### src/pes_pkg.sv
// Shared types and constants for the periodic event scheduler.
// Used by the RTL and the testbench; depends on nothing else.
package pes_pkg;

    localparam int unsigned MAX_SOURCES_DEF = 64;
    localparam int unsigned MAX_EMITS_DEF   = 64;
    localparam int unsigned TIME_BITS_DEF   = 48;

    localparam int unsigned ID_W     = 32;
    localparam int unsigned PERIOD_W = 16;
    localparam int unsigned COUNT_W  = 7;
    localparam int unsigned OTIME_W  = 48;

    // Item modes. The reserved mode is ignored by the block.
    localparam logic [1:0] MODE_ADD      = 2'd0;
    localparam logic [1:0] MODE_EMIT     = 2'd1;
    localparam logic [1:0] MODE_CLEAR    = 2'd2;
    localparam logic [1:0] MODE_RESERVED = 2'd3;

    typedef struct packed {
        logic [1:0]          mode;
        logic [ID_W-1:0]     source_id;
        logic [PERIOD_W-1:0] period;
        logic [COUNT_W-1:0]  emit_count;
    } in_item_t;

    typedef struct packed {
        logic [ID_W-1:0]    event_id;
        logic [OTIME_W-1:0] event_time;
        logic               last;
        logic               table_empty;
    } out_item_t;

    // Operation broadcast to every cell in the row.
    typedef struct packed {
        logic push;
        logic pop;
        logic clear;
    } cell_op_t;

endpackage

### src/pes_cell.sv
// One cell of the sorted scheduler row: holds one entry and compares it
// against the broadcast entry. Depends on pes_pkg.
module pes_cell #(
    parameter int unsigned TB = pes_pkg::TIME_BITS_DEF,
    parameter int unsigned SW = 6,
    parameter int unsigned EW = 1 + TB + pes_pkg::ID_W + pes_pkg::PERIOD_W + SW
) (
    input  logic             clk,
    input  logic             rst_n,
    input  pes_pkg::cell_op_t op,
    input  logic             is_head,
    input  logic [EW-1:0]    bcast,
    input  logic [EW-1:0]    left_entry,
    input  logic             left_lt,
    input  logic [EW-1:0]    right_entry,
    input  logic             right_lt,
    output logic [EW-1:0]    entry,
    output logic             lt
);

    localparam int unsigned KW = TB + pes_pkg::ID_W + SW;

    logic              valid_reg, valid_next;
    logic [EW-2:0]     data_reg, data_next;
    logic [KW-1:0]     own_key, b_key;
    logic [EW-1:0]     pick;

    assign entry = {valid_reg, data_reg};

    // Sort key: due time, then id, then insertion slot.
    assign own_key = {data_reg[EW-2 -: TB + pes_pkg::ID_W], data_reg[SW-1:0]};
    assign b_key   = {bcast[EW-2 -: TB + pes_pkg::ID_W], bcast[SW-1:0]};
    assign lt      = valid_reg && (own_key < b_key);

    // Choose the new content from self, a neighbor or the broadcast entry.
    always_comb
    begin
        pick = entry;
        if (op.push)
        begin
            if (lt)
                pick = entry;
            else if (left_lt || is_head)
                pick = bcast;
            else
                pick = left_entry;
        end
        else if (op.pop)
        begin
            if (right_lt)
                pick = right_entry;
            else if (lt || is_head)
                pick = bcast;
            else
                pick = entry;
        end
        valid_next = op.clear ? 1'b0 : pick[EW-1];
        data_next  = pick[EW-2:0];
    end

    always_ff @(posedge clk or negedge rst_n)
    begin
        if (!rst_n)
            valid_reg <= 1'b0;
        else
            valid_reg <= valid_next;
    end

    always_ff @(posedge clk)
    begin
        data_reg <= data_next;
    end

endmodule

### config.mk
export PLATFORM = sky130hd
export DESIGN_NAME = pes_cell
export DESIGN_NICKNAME = d
export VERILOG_FILES = /design/src/pes_pkg.sv /design/src/pes_cell.sv
export SDC_FILE = /design/constraint.sdc
export NUM_CORES = 1
export LEC_CHECK = 0
export BUFFER_PORTS_ARGS = -buffer_cell sky130_fd_sc_hd__buf_2
export CAP_MARGIN = 0
export CORE_AREA = 10 10 154 156
export CTS_CLUSTER_SIZE = 28
export DETAILED_ROUTE_END_ITERATION = 6
export DIE_AREA = 0 0 164 166
export PLACE_DENSITY = 0.7
export SLEW_MARGIN = 20
export SYNTH_ARGS = -nofsm -noshare
export SYNTH_HDL_FRONTEND = slang
export SYNTH_SLANG_ARGS = --single-unit
### constraint.sdc
create_clock -name clk -period 7.1 [get_ports clk]
set_clock_uncertainty 0.1 [all_clocks]
set_input_delay 0.355 -clock clk [delete_from_list [all_inputs] [get_ports clk]]
set_output_delay 0.355 -clock clk [all_outputs]
set_load 0.01 [all_outputs]
==> metrics, run 1 <==
Setup TNS Final=0 ns; Hold Path Cell Cnt=2; Worst-Skew Late Latency=0.35 ns; Crit. End Element=register; starting DRC count in detailed routing=roughly 660; antenna-violating nets left=0; drt wl/cell=19.6 um; Root Buffer=clkbuf_16; first-pass iteration count of the detailed router=4; Power Density=179 nW/um^2; fin. max-slew vios=0; Total Wirelength=between 30 and 40 mm; DRC Markers=0; Reg clk slew, reported paths=0.08 ns; largest net degree at the start of global routing=91; Critical Path RT=6.98 ns; die width=164 um; post-synth top area share=0.383; synth top area cells=edfxtp_1 38%, ha_1 13%, nand2_1 13%, o211a_1 6.3%, a31oi_1 5.5%; #FFs+latches synth=between 100 and 150; Crit Path Category=reg2reg; CTS tree=done; Final Hold Fails=0; measured slew at the worst slew-check pin=1.00 ns; dpl hpwl=24.9 mm; slew margin rel.=0.331; Placer Congestion=0.940; # H-tree levels=3; Placed Cells=1576; Die Y=166 um; f_max=232 MHz; NumNets Final=1715; Worst R2R Setup Slack=2.79 ns; Lkg Pwr=between 5 and 6 nW; CP most frequent cell=buf_4; MaxCap Viol Count=0; Num Clock Sinks=103; cell family with most CP delay=simple AND/OR/NAND/NOR gates; Finished Layout Cells=1599; Tightest Hold Check Type=in2reg; crit path launch type=register; synthesized cell area=7990 sq um; Rows=53; fraction of layout cells with a size suffix above 1=0.348; Congestion Overflow GR=0; Longest Clk Path Bufs=2; post_cts resized=0; largest area contributor in the netlist=edfxtp_1; CTS Buf Count=9; Syn. warnings=0; hold wc startpoint=op[0]; Post-CTS Hold Buffers=1; Tmin final=4.31 ns; Worst R2R Path Depth=9; worst r2r dst=data_reg[42]; vias in the first global route=approximately 8300; initial antenna violation count=8; crit path buf inv count=2; Port Buf Inserts=420; Worst EP arrival=4.19 ns; cell count after synthesis=928; routed vias/inst=5.24; status=completed; RR Startpoint=data_reg[81]; area grow syn2layout=33.0%; sequential share of the synthesized area=0.386; Yosys cell types=45; starting density of the core=0.386; die area=27200 sq um; area of the core=20700 sq um; I/O pin count=421; setup violators final=0; Largest stage delay, worst path=~0.73 ns; RSZ-0062 raised after global routing=no; hold worst-path end=valid_reg; VDD IR max=0.0985 mV; critical-path cell list=ha_1, nand4_1, nor4_1, and2_1, o311ai_2, and3_4, o22ai_4, buf_4, buf_4; post-CTS setup buffer count=0; mean area per synthesized cell=~8.6 sq um; syn_nets=1330; number of flip-flops in the largest register=102; first-pass GRT wire length=46.5 mm; Tcrit/Tclk final=0.607; Critical Path Fanout Max=52; Via Count=roughly 8400; GRT Overall Usage=0.217; crit path max-delay cell type=nor4_1
-- through the flow --
step	hold slack (ns)	power (mW)	cell area, sq um	utilization	setup WS (ns)
final	0.0728	1.90	10600	0.514	2.79
after global routing	0.0539	2.01	10600	0.514	2.53
after CTS	0.0545	1.92	10600	0.513	2.72
after detailed placement	0.0345	1.41	10300	0.498	2.66
after global placement	0.0368	1.40	10300	0.498	2.72
after floorplan	-0.0406	1.14	8000	-	2.05
-- how the worst max path moves through the flow --
stage               cells past startpoint    startpoint           end  slack, ns
floorplan                               8  data_reg[52]   data_reg[0]       2.05
global placement                       11     bcast[85]  data_reg[42]       2.72
detailed placement                     11     bcast[81]  data_reg[43]       2.66
CTS                                     9  data_reg[80]  data_reg[43]       2.72
global route                            9  data_reg[81]   data_reg[1]       2.53
finish                                  9  data_reg[81]  data_reg[42]       2.79
-- layer usage --
metal / vias to the layer above / part of all wire / track usage
met2: 390 / 0.50 / 0.367
met3: 35 / 0.092 / 0.0605
met4: 0 / 0.022 / 0.0816
li1: 4118 / - / -
met5: - / 0 / 0
met1: 3829 / 0.39 / 0.254
-- cells in the mapped netlist, drive strengths merged --
cell type and number:
edfxtp 102, a221oi 1, nor2b 21, nand3 5, a22oi 36, o311ai 1, o211ai 3, a211oi 22
nor3 7, nand2 276, a21o 7, o21a 1, a21oi 36, mux2 1, a311oi 1, clkbuf 41
a211o 2, buf 15, a221o 1, nor2 11, ha 85, nand4 17, dfrtp 1, and2 1
o211a 50, o22ai 1, inv 89, a31oi 70, nor4 4, or2 1, nand2b 1, a2bb2oi 1
o21ai 13, and3 3, o31a 1
-- area by class of cell --
cell class,count,area (sq um)
Fill cell,2039,10100
Multi-Input combinational cell,680,4370
Sequential cell,103,3090
Timing Repair Buffer,430,2180
Tap cell,275,344
Inverter,89,335
Clock buffer,9,225
Clock inverter,5,60.1
Antenna cell,8,20.0
-- layout by cell type, fill, tap and decap left out, drive strengths merged, types with 11 or more instances in the layout --
master  Yosys  routed
a22oi      36      36
nand2     276     276
o21ai      13      13
inv        89      89
a21oi      36      36
nor2       11      11
o211a      50      50
buf        15     429
a31oi      70      70
ha         85      85
nand4      17      17
edfxtp    102     102
a211oi     22      22
nor2b      21      21
-- cell families after synthesis --
family                     after synthesis  synth area share
DFF                                    103             0.386
and+or+nand+nor                        347             0.184
AOI/OAI and AO/OA                      247             0.225
muxes                                    1           0.00141
buffers and inverters                  145            0.0700
adders and majority gates               85             0.133
-- power by group --
| part | switching [mW] | internal [mW] | total [mW] | leakage (nW) |
|---|---|---|---|---|
| registers | 0.0383 | 0.767 | 0.805 | 1.02 |
| logic | 0.342 | 0.247 | 0.589 | 4.46 |
| clock network | 0.233 | 0.271 | 0.504 | 0.138 |
| total | 0.613 | 1.29 | 1.90 | 5.62 |
(Power assumes the default switching activity.)
==> inputs of run 2 (changes only) <==
Settings changed: ABC_AREA set to 1, CORE_AREA 10 10 154 156 to 10 10 156 158, DIE_AREA 0 0 164 166 to 0 0 166 168.
Clock period 7.1 ns to 3.9 ns, I/O delays scaled along.
==> run 2 against run 1 <==
  * Final cell count up 11%
  * Flip-flop and latch count unchanged
  * Via count up 12%
  * Area after synthesis up 3.6%
  * Count of clock-buffer cells in the layout unchanged
  * Critical path type unchanged
  * Largest cell class unchanged
==> metrics, run 2 <==
status=completed; Lkg Pwr=5.39 nW (-4.1%); # fillers=2136 (+4.8%); Via Count=9343 (+12%); Met1 Wirelength=12.7 mm (+3.9%); routed vias/inst=5.27 (+0.70%); RSZ-0062 raised after global routing=no; # H-tree levels=3 (unchanged); Top Layer Used=met5; most frequent cells in the layout=419 x buf_2, 242 x nor2_1, 209 x o21ai_0; post-CTS setup buffer count=0 (unchanged); largest area contributor in the netlist=edfxtp_1; MaxCap Viol Count=0 (unchanged); largest net degree at the start of global routing=105 (+15%); Root Buffer=clkbuf_16; DR WL met2=16.2 mm (+4.3%); drt wl/cell=18.8 um (-4.2%); antenna-violating nets left=0 (unchanged); NumNets Final=1887 (+10%); Worst EP arrival=2.87 ns (-1.32 ns); post-synth top area share=0.370 (-0.0132); Congestion Overflow GR=0 (unchanged); number of flip-flops in the largest register=102 (unchanged); Rows=54 (+1.9%); CTS Buf Count=9 (unchanged); Worst-Skew Late Latency=0.36 ns (about the same); Final Hold Fails=0 (unchanged); synthesized cell area=8280 sq um (+3.6%); cell count after synthesis=1114 (+20%); measured slew at the worst slew-check pin=1.05 ns (+0.0432 ns); most common cell after layout, fill and taps aside=buf_2; Critical Path RT=3.80 ns (-3.18 ns); Tcrit/Tclk final=0.763 (+0.155); die area=27900 sq um (+2.4%); Largest stage delay, worst path=0.46 ns (-0.27 ns); Crit Path Category=reg2reg; RR Startpoint=data_reg[61]; GRT Overall Usage=0.226 (+0.00860); met3 WL=3.24 mm (+12%); Power Density=318 nW/um^2 (+78%); I/O pin count=421 (unchanged); Setup TNS Final=0 ns (unchanged); Yosys cell types=25 (-44%); Port Buf Inserts=420 (unchanged); EDFF count, synth=102 (unchanged); crit path buf inv count=2 (unchanged); Critical Path Fanout Max=102 (+96%); synth top area cells=edfxtp_1 37%, ha_1 13%, o21ai_0 13%, nor2_1 11%, o22ai_1 7.7%; cell family with most CP delay=simple AND/OR/NAND/NOR gates; asr flop ratio synth=0.00971 (unchanged); mean area per synthesized cell=7.43 sq um (-14%); CP most frequent cell=nand2_1; dpl hpwl=25.2 mm (+1.2%); Crit. End Element=register; area grow syn2layout=31.6%; sequential share of the synthesized area=0.373 (-0.0133); setup violators final=0 (unchanged); starting density of the core=0.386 (about the same); CTS tree=done; Worst R2R Path Depth=14 (+5); Worst R2R Setup Slack=0.93 ns (-1.86 ns); crit path max-delay cell type=buf_12; Num Clock Sinks=103 (unchanged); #FFs+latches synth=103 (unchanged); Total Wirelength=33.3 mm (+6.1%); Syn. warnings=0 (unchanged); post-layout util=0.509 (-0.00484); most common cell in the netlist=nor2_1; first-pass iteration count of the detailed router=6 (+2); critical-path cell list=ha_1, nand2_1, nor2_1, nand3_1, nor2_1, nand2_1, nor2_1, nand2_1, inv_2, nor2_2, nand2_4, nand2_1, a21oi_4, buf_12; syn_nets=1516 (+14%); fin. max-slew vios=0 (unchanged); vias in the first global route=9389 (+12%); Tmin final=2.97 ns (-1.34 ns); first-pass GRT wire length=51.5 mm (+11%); Tightest Hold Check Type=in2async; Placer Congestion=0.925 (-1.6%); die width=166 um (+1.2%); f_max=336 MHz (+45%); DRC Markers=0 (unchanged); starting DRC count in detailed routing=811 (+23%); VDD IR max=0.174 mV (+77%); Reg clk slew, reported paths=0.08 ns (about the same); slew margin rel.=0.303 (-0.0288); Die Y=168 um (+1.2%); worst r2r dst=data_reg[16]; Longest Clk Path Bufs=2 (unchanged); Post-synth top cells=243 x nor2_1, 209 x o21ai_0, 123 x nand2_1; crit path launch type=register; fraction of layout cells with a size suffix above 1=0.305 (-0.0427); area of the core=21400 sq um (+3.5%); initial antenna violation count=4 (-4); ys flop type=edfxtp_1
run 2: changes by cell type after synthesis, sizes merged, moves of 14 or more:
| cell | change |
|---|---|
| a211oi | -22 |
| a22oi | -36 |
| a31oi | -70 |
| clkbuf | +20 |
| inv | +33 |
| nand2 | -152 |
| nand4 | -14 |
| nor2 | +235 |
| nor2b | -21 |
| o211a | -50 |
| o21ai | +196 |
| o22ai | +101 |
run 2: final cells by class:
type                            instances  area, sq um  area share
Clock buffer                            9          225      0.0207
Antenna cell                            2         5.00    0.000459
Multi-Input combinational cell        820         4480       0.411
Tap cell                              280          350      0.0322
Inverter                              122          459      0.0421
Sequential cell                       103         3090       0.283
Clock inverter                          7         76.3     0.00701
Timing Repair Buffer                  429         2210       0.203
run 2: report_power, final:
part	internal (mW)	switching, mW	total, mW
Clock	0.506	0.452	0.958
Sequential	1.38	0.0614	1.44
Combinational	0.426	0.641	1.07
run 2: logic make-up after synthesis:
kind of cell	after synthesis	share of synthesized area
flip-flops	103	0.373
buffers and inverters	191	0.0880
adder cells (fa/ha/maj)	85	0.128
AO/OA/AOI/OAI	353	0.231
AND/OR/NAND/NOR	382	0.179
run 2: worst max-delay path by stage:
stage                      start           end  depth (start not counted)
floorplan           data_reg[77]   data_reg[0]                         13
global placement    data_reg[85]  data_reg[10]                         14
detailed placement  data_reg[61]  data_reg[17]                         14
CTS                 data_reg[61]  data_reg[78]                         14
global route        data_reg[61]  data_reg[50]                         14
finish              data_reg[61]  data_reg[16]                         14
run 2: layer usage:
metal  vias to the layer above  GRT usage
li1                       4570          -
met1                      4188      0.258
met2                       506      0.387
met3                        75     0.0736
met4                         4     0.0824
met5                         -          0
run 2: per-stage QoR:
stage               total power [mW]  hold WS [ns]  instances  setup slack [ns]  instance area [sq um]
global placement                2.51       -0.0989       1753             0.952                  10600
finish                          3.47        0.0739       1772             0.926                  10900
CTS                             3.50        0.0606       1770             0.901                  10900
floorplan                       2.04        -0.201       1114            0.0594                   8290
detailed placement              2.54        -0.100       1753             0.925                  10600
global route                    3.68        0.0597       1772             0.706                  10900
run 2: what timing repair did:
item                      4_1_cts  5_1_grt
hold endpoints to repair        1        0
hold buffers                    1        0
gates resized for setup         0        0
